--- config.mk ---
export PLATFORM = sky130hd
export DESIGN_NAME = cflts_csr
export DESIGN_NICKNAME = d
export VERILOG_FILES = /design/src/sv/cflts_pkg.sv /design/src/sv/cflts_csr.sv
export SDC_FILE = /design/constraint.sdc
export NUM_CORES = 1
export LEC_CHECK = 0
export ABC_CLOCK_PERIOD_IN_PS = 1700
export BUFFER_PORTS_ARGS = -buffer_cell sky130_fd_sc_hd__buf_2
export CAP_MARGIN = 20
export CORE_ASPECT_RATIO = 1.2
export CORE_MARGIN = 2
export CORE_UTILIZATION = 45
export DETAILED_ROUTE_END_ITERATION = 7
export PLACE_DENSITY_LB_ADDON = 0.3
export SLEW_MARGIN = 15
export SYNTH_ARGS = -nofsm -noshare
export SYNTH_HDL_FRONTEND = slang
export SYNTH_SLANG_ARGS = --single-unit
--- constraint.sdc ---
create_clock -name clock -period 1.7 [get_ports clock]
set_input_delay 0.17 -clock clock [delete_from_list [all_inputs] [get_ports clock]]
set_output_delay 0.17 -clock clock [all_outputs]
set_load 0.1 [all_outputs]
--- src/sv/cflts_pkg.sv ---
`default_nettype none

package cflts_pkg;

   // Fixed-point defaults
   localparam int FRAC_BITS_DEF    = 16;
   localparam int TIME_EPSILON_DEF = 1;

   // Field widths
   localparam int WORD_W  = 32;
   localparam int TOTAL_W = 48;

   // CSR port
   localparam int CSR_ADDR_W = 5;
   localparam int CSR_DATA_W = 32;
   localparam int REG_IDX_W  = 3;

   // Register indexes
   localparam logic [REG_IDX_W-1:0] REG_CFL_LIMIT    = 3'd0;
   localparam logic [REG_IDX_W-1:0] REG_STEP_MIN     = 3'd1;
   localparam logic [REG_IDX_W-1:0] REG_STEP_MAX     = 3'd2;
   localparam logic [REG_IDX_W-1:0] REG_FRAME_LENGTH = 3'd3;
   localparam logic [REG_IDX_W-1:0] REG_ADAPTIVE     = 3'd4;

   // Commands
   localparam logic CMD_ADAPT = 1'b0;
   localparam logic CMD_STEP  = 1'b1;

   // Current register values, the mode bit being written and the mode-write strobe
   typedef struct packed {
      logic [WORD_W-1:0] cfl_limit;
      logic [WORD_W-1:0] step_min;
      logic [WORD_W-1:0] step_max;
      logic [WORD_W-1:0] frame_length;
      logic              adaptive_mode;
      logic              mode_write;
   } cfg_type;

endpackage

`default_nettype wire

--- src/sv/cflts_csr.sv ---
`default_nettype none

module cflts_csr #(
   parameter int FRAC_BITS = cflts_pkg::FRAC_BITS_DEF
) (
   input  wire                              clock,
   input  wire                              reset,
   input  wire                              psel,
   input  wire                              penable,
   input  wire                              pwrite,
   input  wire [cflts_pkg::CSR_ADDR_W-1:0]  paddr,
   input  wire [cflts_pkg::CSR_DATA_W-1:0]  pwdata,
   output logic [cflts_pkg::CSR_DATA_W-1:0] prdata,
   output cflts_pkg::cfg_type               cfg
);

   localparam logic [cflts_pkg::WORD_W-1:0] ONE_UNIT =
      cflts_pkg::WORD_W'(1) << FRAC_BITS;
   localparam logic [cflts_pkg::WORD_W-1:0] CFL_RESET =
      cflts_pkg::WORD_W'(1000) << FRAC_BITS;

   logic [cflts_pkg::WORD_W-1:0]    cfl_limit_ff;
   logic [cflts_pkg::WORD_W-1:0]    step_min_ff;
   logic [cflts_pkg::WORD_W-1:0]    step_max_ff;
   logic [cflts_pkg::WORD_W-1:0]    frame_length_ff;
   logic                            adaptive_ff;
   logic                            wr_en;
   logic [cflts_pkg::REG_IDX_W-1:0] idx;

   assign wr_en = psel & penable & pwrite;
   assign idx   = paddr[cflts_pkg::CSR_ADDR_W-1:2];

   // Register writes, out-of-range indexes ignored
   always_ff @(posedge clock) begin
      if (reset) begin
         cfl_limit_ff    <= CFL_RESET;
         step_min_ff     <= ONE_UNIT;
         step_max_ff     <= ONE_UNIT;
         frame_length_ff <= ONE_UNIT;
         adaptive_ff     <= 1'b1;
      end else if (wr_en) begin
         unique case (idx)
            cflts_pkg::REG_CFL_LIMIT:    cfl_limit_ff    <= pwdata;
            cflts_pkg::REG_STEP_MIN:     step_min_ff     <= pwdata;
            cflts_pkg::REG_STEP_MAX:     step_max_ff     <= pwdata;
            cflts_pkg::REG_FRAME_LENGTH: frame_length_ff <= pwdata;
            cflts_pkg::REG_ADAPTIVE:     adaptive_ff     <= pwdata[0];
            default: ;
         endcase
      end
   end

   // Read mux
   always_comb begin
      unique case (idx)
         cflts_pkg::REG_CFL_LIMIT:    prdata = cfl_limit_ff;
         cflts_pkg::REG_STEP_MIN:     prdata = step_min_ff;
         cflts_pkg::REG_STEP_MAX:     prdata = step_max_ff;
         cflts_pkg::REG_FRAME_LENGTH: prdata = frame_length_ff;
         cflts_pkg::REG_ADAPTIVE:     prdata = {{(cflts_pkg::CSR_DATA_W-1){1'b0}}, adaptive_ff};
         default:                     prdata = '0;
      endcase
   end

   always_comb begin
      cfg.cfl_limit     = cfl_limit_ff;
      cfg.step_min      = step_min_ff;
      cfg.step_max      = step_max_ff;
      cfg.frame_length  = frame_length_ff;
      cfg.adaptive_mode = pwdata[0];
      cfg.mode_write    = wr_en && (idx == cflts_pkg::REG_ADAPTIVE);
   end

endmodule

`default_nettype wire

==> flow_results.org <==
** Placement
- In this run, placement finished with an instance count of 899.
- I/O Buffers :: 201
- After legalization and detailed placement, the total HPWL measured 11700 um.
- At the end of routability-driven placement, the weighted congestion stood at 0.785.
- Timing analysis after detailed placement gives a worst setup slack of 0.0364 ns.

** STA
- The worst path in the final design needs a cycle of 1.70 ns, including I/O delays and setup.
- The number of failing hold endpoints at the final stage came to 0.
- Dividing the final minimum period by the clock period gives 0.997.
- At the pin with the least slew margin, the transition time is 0.585 ns.
- Fin Clk Skew :: 0 ns
- Timing would allow up to 0.590 GHz.
- Worst slew slack as a fraction of its limit :: 0.609
- Finish-stage setup viols :: 0
- RSZ-0062 raised after global routing :: true
- The tightest hold path in the finished design has a slack of 0.0432 ns.
- After layout, the worst setup slack is 0.00486 ns.
- The count of pins over their slew limit came to 0.

** Setup path
- Critical Path Fanout Max :: 3
- On the worst path, the slowest cell contributes a delay of 0.48 ns.
- Data on the critical path arrives at its endpoint at 1.53 ns.
- Among all stages on the critical path, the largest delay is contributed by mux4_2.
- At the worst endpoint, the required time is 1.53 ns.
- Buf+Inv Stages, Crit Path :: 1
- Walking the worst path, the cells encountered are mux4_2 -> nor2b_4 -> buf_12.
- Category of the worst setup path launch point :: flip-flop
- Grouping stages by cell kind, the critical path spends the most delay in multiplexers.
- Endpoint kind of the worst setup timing path :: output port
- Crit Path Class :: reg2out

** GRT
- Across every metal layer, demand over resource in global routing totals 0.227.
- Remaining Overflow, GRT :: 0
- Largest net degree at the start of global routing :: 75
- Via count of the first global-routing pass :: 5017
- Wire length of the first global-routing pass :: 26500 um
- Number of antenna violations at the first check in global routing :: 0

** CTS
- The number of hold buffers added after CTS was 0.
- Clock tree synthesis found a total of 129 sinks.
- Buffer type at the clock tree root :: clkbuf_16
- TritonCTS built the clock tree.
- Clock-pin slew was measured on the worst setup and hold paths at 0.05 ns.
- The clock tree synthesis step divided the H-tree into 4 levels.
- Num CTS Buffers :: 17
- Clk Latency, worst-skew pair :: 0.40 ns
- The longest clock path from root to sink contains 2 buffers.

** Yosys
- In the synthesized netlist the dominant register cell turns out to be dfxtp_1.
- Synthesis-stage register bit count :: 129
- Largest family of logic cells by synthesized area :: multiplexers
- Xor and xnor area share after synthesis :: 0
- Number of enable flip-flop cells after synthesis :: 0
- During synthesis, Yosys emitted a total of 0 warnings.
- In the synthesized netlist the async set-or-reset flop fraction comes to 0.
- After synthesis, the mean cell area works out to 11.2 um^2.
- Seq/Total Area, Yosys :: 0.418
- After technology mapping, the gate count stands at 551.
- Measured against the total synthesized area, the mux share comes to 0.324.
- When the netlist entered floorplanning its net count stood at 593.
- Area fraction in compound gates after synthesis :: 0.00344
- Netlist area before placement :: 6180 um^2
- Of the total synthesized cell area, the portion taken by full adders, half adders and majority gates is 0.
- Of the total synthesized cell area, the portion taken by AND, OR, NAND and NOR gates is 0.208.
- Netlist cell types :: 23

** Route
- Initial DRT Pass Iterations :: 6
- Post-detailed-route via-to-cell ratio :: 5.18
- Summing over every cut layer, the via total after detailed routing is 4962.
- Once detail routing completed, the nets flagged for antenna violations numbered 0.
- Final wirelength :: 16800 um
- The detailed router finished its first iteration with 200 violations.
- After detailed routing, the number of remaining DRC violations is 0.
- Dividing the detail-routed wire length by the instance count gives 17.6 um.

** Final layout
- Measured on the finished design, the core utilization comes to 0.687.
- Most common library cell in the layout ignoring fill and taps :: buf_2
- The number of antenna diodes in the final layout is 0.
- Area Growth Syn to Fin :: 47.8%
- The library cells used most frequently in the layout, excluding fill and tap cells, are 166 x buf_2, 151 x nand2b_1, 129 x mux2i_1.
- The final layout contains 820 nets.
- Finished Layout Cells :: 958
- Of the cells placed in the final design, the portion with a size suffix greater than 1 is 0.605.

** Die
- Core box area :: 13300 um^2
- Die Footprint :: 14700 um^2
- The floorplan has 46 rows.
- The initial utilization of the core area, before any placement, comes to 0.465.
- The die is 111 um wide.
- Height of the die :: 132 um
- In this run the count of I/O pins placed on the die edge is 204.

** Power and ir drop
- Pleak :: 4.35 nW
- Overall power consumption :: 7.26 mW
- Across the VDD grid, the largest voltage drop is 0.465 mV.
- In this run the power density over the cells is 795 nW/um^2.

** Run status
- The flow ran to the end, and the final reports show no timing, DRC or antenna violations.

** Worst hold path
- The tightest min-delay check is of the in2reg type.

** Flow run
- Max-cap violations in this run came to 0.
-- through the flow --
stage                     setup TNS (ns)  instance area [um^2]
after detailed placement               0                  7900
after CTS                       -0.00314                  8880
after global placement                 0                  7900
after floorplan                  -0.0407                  6610
final                                  0                  9140
after global routing              -0.560                  9140
-- synthesized netlist by cell type, types with 2 or more instances --
library cell / count / share of area
nor2b_1: 31 / 0.031
nand3b_1: 3 / 0.0036
clkbuf_1: 21 / 0.013
buf_2: 9 / 0.0073
buf_6: 10 / 0.018
dfxtp_1: 129 / 0.42
nor2_1: 19 / 0.012
nand2b_1: 151 / 0.15
mux2i_1: 129 / 0.21
buf_4: 5 / 0.0061
nand2_1: 2 / 0.0012
mux4_2: 31 / 0.11
-- state kept, by name, indices dropped and copies added, names as in the netlist --
register,cells
adaptive_ff,1
cfl_limit_ff,32
frame_length_ff,32
step_max_ff,32
step_min_ff,32
-- cell type report --
class                   count  area (um^2)
repair buffers            254         2060
clock inverters             9         83.8
well taps                 168          210
fillers                   961         4160
flip-flops and latches    129         2750
clock buffers              22          464
multi-input cells         376         3570
-- layer usage --
metal / global-route usage / up-vias / share of wire
li1: - / 2334 / -
met1: 0.276 / 2444 / 0.42
met3: 0.0575 / 23 / 0.054
met2: 0.390 / 161 / 0.50
met5: 0 / - / 0
met4: 0.0813 / 0 / 0.018
-- path summary, 6_finish.rpt --
| path | startpoint | endpoint | depth (start not counted) | slack (ns) |
|---|---|---|---|---|
| min reg2reg | step_min_ff[27]$_SDFFE_PP0P_ | step_min_ff[27]$_SDFFE_PP0P_ | 2 | 0.48 |
| min | pwdata[16] | cfl_limit_ff[16]$_SDFFE_PP0P_ | 3 | 0.04 |
| max reg2reg | step_max_ff[15]$_SDFFE_PP0P_ | step_max_ff[15]$_SDFFE_PP0P_ | 3 | 0.97 |
| max | frame_length_ff[18]$_SDFFE_PP0P_ | prdata[18] | 3 | 0.005 |
-- where the power goes --
part / switching, mW / leakage [nW] / internal (mW)
combinational: 0.523 / 2.99 / 0.300
sequential: 0.0166 / 1.10 / 3.05
clock: 1.30 / 0.266 / 2.08
-- cells by family after synthesis --
group	Yosys count
compound gates	3
buf+inv	46
flops	129
mux	161
simple gates	212
-- worst reg2reg max path, delay by kind of cell (launching register included) --
kind          cells  cell delay [ns]
flops             1             0.33
buf+inv           1             0.10
simple gates      1             0.05
mux               1             0.17
-- repair_timing --
item | 4_1_cts | 5_1_grt
gates cloned | 0 | 0
buffers inserted | 8 | 20
setup endpoints to repair | 32 | 31
gates resized for setup | 105 | 22
hold endpoints to repair | 0 | 0
Note: power is estimated with default switching activity, not from simulation.
