## src/sv/cflts_divider.sv

```systemverilog
`default_nettype none

// Restoring radix-2 divider, one quotient bit per cycle
module cflts_divider #(
   parameter int DIVIDEND_W = 48,
   parameter int DIVISOR_W  = 33
) (
   input  wire                   clock,
   input  wire                   reset,
   input  wire                   start,
   input  wire [DIVIDEND_W-1:0]  dividend,
   input  wire [DIVISOR_W-1:0]   divisor,
   output logic                  done,
   output logic [DIVIDEND_W-1:0] quotient
);

   localparam int CNT_W = $clog2(DIVIDEND_W + 1);

   logic [DIVISOR_W-1:0]  rem_ff;
   logic [DIVIDEND_W-1:0] quo_ff;
   logic [DIVISOR_W-1:0]  div_ff;
   logic [CNT_W-1:0]      cnt_ff;
   logic                  busy_ff;
   logic                  done_ff;
   logic [DIVISOR_W:0]    shifted;
   logic [DIVISOR_W:0]    diff;
   logic                  fits;

   assign shifted = {rem_ff, quo_ff[DIVIDEND_W-1]};
   assign diff    = shifted - {1'b0, div_ff};
   assign fits    = !diff[DIVISOR_W];

   // Control
   always_ff @(posedge clock) begin
      if (reset) begin
         busy_ff <= 1'b0;
         done_ff <= 1'b0;
         cnt_ff  <= '0;
      end else begin
         done_ff <= 1'b0;
         if (start) begin
            busy_ff <= 1'b1;
            cnt_ff  <= CNT_W'(DIVIDEND_W);
         end else if (busy_ff) begin
            cnt_ff <= cnt_ff - CNT_W'(1);
            if (cnt_ff == CNT_W'(1)) begin
               busy_ff <= 1'b0;
               done_ff <= 1'b1;
            end
         end
      end
   end

   // Datapath: shift in dividend bits, subtract when the divisor fits
   always_ff @(posedge clock) begin
      if (start) begin
         rem_ff <= '0;
         quo_ff <= dividend;
         div_ff <= divisor;
      end else if (busy_ff) begin
         rem_ff <= fits ? diff[DIVISOR_W-1:0] : shifted[DIVISOR_W-1:0];
         quo_ff <= {quo_ff[DIVIDEND_W-2:0], fits};
      end
   end

   assign done     = done_ff;
   assign quotient = quo_ff;

endmodule

`default_nettype wire

```

## config.mk

```make
export PLATFORM = sky130hd
export DESIGN_NAME = cflts_divider
export DESIGN_NICKNAME = d
export VERILOG_FILES = /design/src/sv/cflts_divider.sv
export SDC_FILE = /design/constraint.sdc
export NUM_CORES = 1
export LEC_CHECK = 0
export BUFFER_PORTS_ARGS = -buffer_cell sky130_fd_sc_hd__buf_2
export CORE_MARGIN = 10
export CORE_UTILIZATION = 45
export DETAILED_ROUTE_END_ITERATION = 10
export GPL_ROUTABILITY_DRIVEN = 0
export PLACE_DENSITY = 0.67
export SYNTH_ARGS = -nofsm -noshare
export SYNTH_HDL_FRONTEND = slang
export SYNTH_SLANG_ARGS = --single-unit
export TNS_END_PERCENT = 50
```

## constraint.sdc

```tcl
create_clock -name clock -period 3.23 [get_ports clock]
set_input_delay 0.323 -clock clock [delete_from_list [all_inputs] [get_ports clock]]
set_output_delay 0.323 -clock clock [all_outputs]
set_load 0.01 [all_outputs]
```

==> results of run 1 <==
state kept, by name, indices dropped and copies added, names as in the netlist:
name,cells
busy_ff,1
cnt_ff,6
div_ff,33
done,1
quotient,48
rem_ff,33
per-layer routing:
layer  share of wire  track usage
met5               0            0
met1            0.43        0.185
met4           0.014       0.0559
met2            0.48        0.262
met3           0.081       0.0766
what timing repair did:
| action | 4_1_cts | 5_1_grt |
|---|---|---|
| resized for setup | 0 | 4 |
| setup buffers | 0 | 3 |
| endpoints found under the setup margin | 0 | 26 |
cells in the final DEF (no fill, tap or decap), drive strengths merged, types with 3 or more instances in the layout:
cell / netlist / routed
a21oi: 38 / 38
nor2: 55 / 55
xnor2: 23 / 23
edfxtp: 81 / 81
and2: 5 / 5
dfxtp: 41 / 41
nand4: 9 / 9
mux2: 49 / 49
a2111oi: 4 / 4
xor2: 10 / 10
o21bai: 3 / 3
nand2: 30 / 30
o211ai: 3 / 3
ha: 35 / 35
a21o: 10 / 10
o21ai: 26 / 26
mux2i: 31 / 31
clkinv: 0 / 5
nand2b: 4 / 4
o21a: 6 / 6
inv: 43 / 49
clkinvlp: 0 / 4
nor2b: 5 / 5
clkbuf: 24 / 17
nor3: 13 / 13
a211oi: 27 / 27
and3: 3 / 3
nor4b: 3 / 3
a31oi: 5 / 5
buf: 6 / 149
nand3: 4 / 4
power groups by stage:
stage	clock, mW	combinational, mW	sequential (mW)
2_1_floorplan	0	0.704	1.96
3_3_place_gp	0	1.02	1.93
3_5_place_dp	0	1.04	1.94
4_1_cts	1.79	1.05	1.91
5_1_grt	1.85	1.17	1.93
6_report	1.76	1.05	1.91
path summary, 6_finish.rpt:
kind,end,slack [ns]
setup / recovery,rem_ff[2]$_SDFFE_PP0P_,0.22
setup reg to reg,rem_ff[2]$_SDFFE_PP0P_,0.22
hold reg to reg,rem_ff[20]$_SDFFE_PP0P_,0.48
hold / removal,div_ff[8]$_DFFE_PP_,0.07
metrics by stage:
step                power [mW]  hold slack, ns
finish                    4.72          0.0719
global route              4.95          0.0511
CTS                       4.75          0.0519
detailed placement        2.98           0.470
global placement          2.95           0.457
floorplan                 2.66           0.422
kinds of logic (layout without fill, tap and decap cells):
family	Yosys count	after routing	share of synthesized area
simple gates	145	145	0.103
compound gates	140	140	0.138
flops	122	122	0.476
mux	80	80	0.126
buf+inv	73	224	0.0439
fa+ha+maj	36	36	0.0670
xor+xnor	33	33	0.0450
layout make-up:
class,instances,area (µm²)
flip-flops and latches,122,3250
repair buffers,149,828
fillers,1231,6390
clock buffers,17,425
clock inverters,15,118
multi-input cells,434,3290
inverters,43,161
well taps,184,230
==> impl_results.md, run 1 <==
- Syn_area_per_cell: 10.9 µm²
- Most used DFF post-synth: edfxtp_1
- Setup Skew: 0.00965 ns
- ANT nets after route: 0
- Fin crit share: 0.932
- Pre-antenna DRT Iters: 5
- FFs w/ async S/R, synth: 0
- # diodes: 0
- Critical path class: flop to flop
- Area after DPL: approximately 7700 µm²
- CTS max path bufs: 2
- Max-slew headroom: 0.331
- Synthesized netlist net count: between 700 and 800
- Layout area overhead: 21.6%
- Worst vdd ir: about 0.4 mV
- Critical path arrival: roughly 3.3 ns
- Fmax: between 300 and 400 MHz
- Layout Utilization: 0.565
- CP max stage delay: ~0.38 ns
- Sw power: around 1.4 mW
- Pwr Density: approximately 570 nW/µm²
- Commonest cells post-synth: edfxtp_1, nor2_1, mux2_2, inv_1, dfxtp_1
- IO buf count: roughly 130
- Vias in the first global route: 5472
- Worst Setup Start Kind: flop
- HP Start: divisor[8]
- Switching share of power: 0.301
- Sequential share of power: 0.405
- Die area: between 20000 and 25000 µm²
- Syn Inst Count: ~630
- Combinational share of power: 0.223
- Starting Density: 0.465
- # hold bufs at CTS: 0
- Root Driver: clkbuf_16
- # clock sinks: ~120
- Hold Vio Cnt, Final: 0
- Static leakage power: between 3 and 4 nW
- Leading area contributor after synthesis: edfxtp_1
- Post-Place Worst Slack: 0.117 ns
- Post-synth top area share: 0.356
- Run status: complete, no violations
- P_int: between 3 and 4 mW
- Layout cell share with drive strength beyond 1: 0.318
- Final Max Slew Viols: 0
- Hold WC Path Type: primary input to flop
- Crit. End Element: flop
- Clock network fraction of total power: 0.372
- Slowest CP cell: a41oi_4
- Worst slew pin tran: 1.00 ns
- Clock-pin slew on the worst setup and hold paths: ~0.060 ns
- DRT iter0 DRCs: between 300 and 400
- Inst Count DP: roughly 930
- Initial antenna violation count: 0
- Maximum fanout along the worst path: 6
- Final Non-Filler Cells: roughly 960
- Fin nets: 887
- CTS tree: built
- Setup ws final: about 0.22 ns
- Crit-path leading delay family: compound AO/OA/AOI/OAI gates
- Crit path launch: div_ff[3]$_DFFE_PP_
- EDFF count, synth: between 80 and 90
- RSZ-0062 raised after global routing: false
- Post-DP HPWL: roughly 12 mm
- Post-Route Setup TNS: 0 ns
- Worst EP required: roughly 3.5 ns
- CP Depth: 12
- Sequence of cells on the critical path: inv_1, ha_1, a21o_2, a21oi_1, a2111oi_2, nor3_1, o21ai_2, a41oi_4, xnor2_4, buf_4, mux2i_1, a211oi_1
- Via/cell ratio: 5.45
- Max-cap check violation count: 0
- Vias: around 5300
- Synth Register Bits: between 100 and 150
- Latest clock arrival within the worst-skew pair: approximately 0.43 ns
- Row count: between 40 and 50
- First-pass GRT wire length: 26.7 mm
- Routed Wire Length: 16.4 mm
- H-tree Lvls: 4
- Mapped Area: roughly 7000 µm²
- Final Instance Area: about 8300 µm²
- Residual DRC count: 0
- Sequential share of the synthesized area: 0.476
- Core footprint: 14700 µm²
- IO Pins: 133
- Hold Path Stages: 1
- Yosys cell types: 63
- Drt wl/cell: approximately 17 µm
- R2r worst-path depth: 12
- Minimum clock period: about 3 ns
- Endpoints failing setup: 0
- Die width: about 140 µm
- Total CTS buffers: 17
- Synth top area cells: edfxtp_1, dfxtp_1, mux2_2, ha_1, mux2i_1
- Gr usage total: 0.162
- Syn. warnings: 0
- Die Y: 143 µm
- Number of buffers and inverters on the critical path: 2
- Count leader, synth: edfxtp_1
- Worst R2R Start: div_ff[3]$_DFFE_PP_
- Largest net degree at the start of global routing: 122
- GR Overflow Total: 0
No activity file was read; power rests on OpenSTA's default activity.
==> inputs of run 2 (changes only) <==
--- a/config.mk
+++ b/config.mk
@@ -5,12 +5,14 @@
 export SDC_FILE = /design/constraint.sdc
 export NUM_CORES = 1
 export LEC_CHECK = 0
+export ABC_AREA = 1
 export BUFFER_PORTS_ARGS = -buffer_cell sky130_fd_sc_hd__buf_2
+export CORE_ASPECT_RATIO = 0.5
 export CORE_MARGIN = 10
 export CORE_UTILIZATION = 45
 export DETAILED_ROUTE_END_ITERATION = 10
 export GPL_ROUTABILITY_DRIVEN = 0
-export PLACE_DENSITY = 0.67
+export PLACE_DENSITY = 0.66
 export SYNTH_ARGS = -nofsm -noshare
 export SYNTH_HDL_FRONTEND = slang
 export SYNTH_SLANG_ARGS = --single-unit
==> run 2 against run 1 <==
Compared with the run above: critical path depth increased by 4; clock power rose by 6%; wire length is 42% higher; via count grew 40%; register-to-register slack better by 0.22 ns; combinational power fell by 50%; sequential share of layout area shrank 4.0 points; cell area is 11% higher.
==> impl_results.md, run 2 <==
- Via/cell ratio: 4.91 (-9.9%)
- ANT nets after route: 0 (unchanged)
- Residual DRC count: 0 (unchanged)
- Die area: 23300 µm² (+14%)
- Setup Skew: 0.0166 ns (+0.00697 ns)
- Worst slew pin tran: 0.555 ns (-0.450 ns)
- IO buf count: 132 (unchanged)
- Hold Vio Cnt, Final: 0 (unchanged)
- Commonest cells post-synth: nand2_1, inv_1, nand3_1, edfxtp_1, nor2_1
- Die width: 206 µm (+44%)
- Sequential share of power: 0.436 (+0.031)
- Switching share of power: 0.266 (-0.0345)
- Worst EP required: 3.52 ns (+0.02 ns)
- EDFF count, synth: 81 (unchanged)
- Pwr Density: 459 nW/µm² (-19%)
- Crit. End Element: flop
- Pre-antenna DRT Iters: 5 (unchanged)
- Hold WC Path Type: primary input to flop
- IO Pins: 133 (unchanged)
- Yosys cell types: 39 (-38%)
- # clock sinks: 122 (unchanged)
- Max FFs per register: 48 (unchanged)
- CTS max path bufs: 2 (unchanged)
- Gr usage total: 0.199 (+0.0364)
- Post-DP HPWL: 17.6 mm (+46%)
- Max-cap check violation count: 0 (unchanged)
- Vias: 7377 (+40%)
- First-pass GRT wire length: 36.7 mm (+38%)
- Minimum clock period: 2.79 ns (-0.217 ns)
- Worst Setup Start Kind: flop
- Clock-pin slew on the worst setup and hold paths: 0.07 ns (about the same)
- Total CTS buffers: 17 (unchanged)
- Synth top area cells: edfxtp_1, nand2_1, dfxtp_1, inv_1, nand3_1
- Clock network fraction of total power: 0.441 (+0.069)
- Routed Wire Length: 23.4 mm (+42%)
- Layout area overhead: 18.6%
- Static leakage power: 5.12 nW (+50%)
- Critical path arrival: 3.08 ns (-0.20 ns)
- Mapped Area: 7800 µm² (+14%)
- RSZ-0062 raised after global routing: false
- Count leader, synth: nand2_1
- Largest net degree at the start of global routing: 50 (-59%)
- Fin crit share: 0.864 (-0.0671)
- Syn Inst Count: 1128 (+79%)
- Root Driver: clkbuf_16
- Max-slew headroom: 0.630 (+0.299)
- Worst vdd ir: 0.400 mV (+1.8%)
- Critical path class: flop to flop
- P_int: 3.11 mW (-5.7%)
- Syn_area_per_cell: 6.91 µm² (-36%)
- Sw power: 1.13 mW (-20%)
- Drt wl/cell: 15.5 µm (-8.8%)
- CTS resizes: 0 (unchanged)
- Endpoints failing setup: 0 (unchanged)
- Die Y: 113 µm (-21%)
- CTS tree: built
- Fmax: 358 MHz (+7.8%)
- Synth Register Bits: 122 (unchanged)
- Run status: complete, no violations
- Commonest non-fill, non-tap cell in the layout: nand2_1
- Post-Route Setup TNS: 0 ns (unchanged)
- Maximum fanout along the worst path: 11 (+5)
- DRT iter0 DRCs: 630 (+79%)
- Vias in the first global route: 6958 (+27%)
- Initial antenna violation count: 7 (+7)
- H-tree Lvls: 4 (unchanged)
- GR Overflow Total: 0 (unchanged)
- Syn. warnings: 0 (unchanged)
- Combinational share of power: 0.124 (-0.099)
- Post-CTS setup buffers: 0 (unchanged)
- Layout Utilization: 0.554 (-0.0110)
- Fin nets: 1378 (+55%)
- Starting Density: 0.467 (+0.00253)
- Core footprint: 16700 µm² (+13%)
- # hold bufs at CTS: 0 (unchanged)
- Sequential share of the synthesized area: 0.417 (-0.0588)
- Layout cell share with drive strength beyond 1: 0.147 (-0.171)
- Row count: 33 (-25%)
- FFs w/ async S/R, synth: 0 (unchanged)
- Latest clock arrival within the worst-skew pair: 0.42 ns (about the same)
- Synthesized netlist net count: 1248 (+67%)
- Post-synth top area share: 0.312 (-0.0440)
- Most frequent cells in the layout: nand2_1, inv_1, buf_2, nand3_1, edfxtp_1
- Most used DFF post-synth: edfxtp_1
- Final Max Slew Viols: 0 (unchanged)
- Leading area contributor after synthesis: edfxtp_1
## run 2: changes by cell type after synthesis, moves of 26 or more
cell      previous run  this run
nand2_1             30       494
inv_1               43       204
nand3_1              4        98
mux2_2              49         0
mux2i_1             31         0
a211oi_1            27         1
## run 2: power groups by stage
stage	clock network, mW	registers [mW]	logic, mW
finish	1.87	1.85	0.525
global route	1.96	1.86	0.593
CTS	1.89	1.85	0.527
detailed placement	0	1.88	0.525
global placement	0	1.88	0.519
floorplan	0	1.90	0.276
## run 2: cells by family after synthesis
family | synth area share
AOI/OAI and AO/OA | 0.0254
xor gates and xnor gates | 0.0191
adders and majority gates | 0.0587
buffers and inverters | 0.116
DFF | 0.417
and+or+nand+nor | 0.363
## run 2: layout make-up
cell class                 count  area (µm²)
fill                        1638        7430
multi-input combinational    773        3640
sequential                   122        3250
inverter                     205         769
timing repair buffer         139         728
clock buffer                  20         437
tap                          227         284
clock inverter                12         125
antenna                        4        10.0
## run 2: stage by stage
stage / hold slack [ns] / cell area [µm²] / setup slack (ns) / cells / total power, mW
detailed placement: 0.462 / 8680 / 0.512 / 1466 / 2.40
global placement: 0.460 / 8680 / 0.555 / 1466 / 2.40
CTS: 0.0635 / 9240 / 0.513 / 1498 / 4.27
global route: 0.0627 / 9240 / 0.265 / 1500 / 4.41
finish: 0.0751 / 9250 / 0.438 / 1502 / 4.24
floorplan: 0.392 / 7800 / 0.974 / 1128 / 2.17
## run 2: path summary, 6_finish.rpt
check	from	to	slack, ns	cells past startpoint
hold / removal	divisor[10]	div_ff[10]$_DFFE_PP_	0.08	1
setup reg to reg	div_ff[8]$_DFFE_PP_	rem_ff[20]$_SDFFE_PP0P_	0.44	16
setup / recovery	div_ff[8]$_DFFE_PP_	rem_ff[20]$_SDFFE_PP0P_	0.44	16
hold reg to reg	rem_ff[7]$_SDFFE_PP0P_	rem_ff[7]$_SDFFE_PP0P_	0.47	2
## run 2: per-layer routing
| layer | track usage | part of all wire |
|---|---|---|
| met2 | 0.289 | 0.41 |
| met1 | 0.269 | 0.46 |
| met5 | 0 | 0.0020 |
| met4 | 0.0459 | 0.013 |
| met3 | 0.0794 | 0.12 |
## run 2: critical path: stages, from the launching register on
cell and delay (ns):
edfxtp_1 0.32, inv_1 0.04, ha_1 0.33, nand2_1 0.15, inv_1 0.05, nand2_1 0.06
nand2_1 0.07, inv_1 0.09, nand3_2 0.17, nand2_2 0.10, nand2_2 0.10, nand2_4 0.11
nand3_1 0.31, nand2_1 0.46, nand2_1 0.09, nand3_1 0.14, nand2_1 0.07
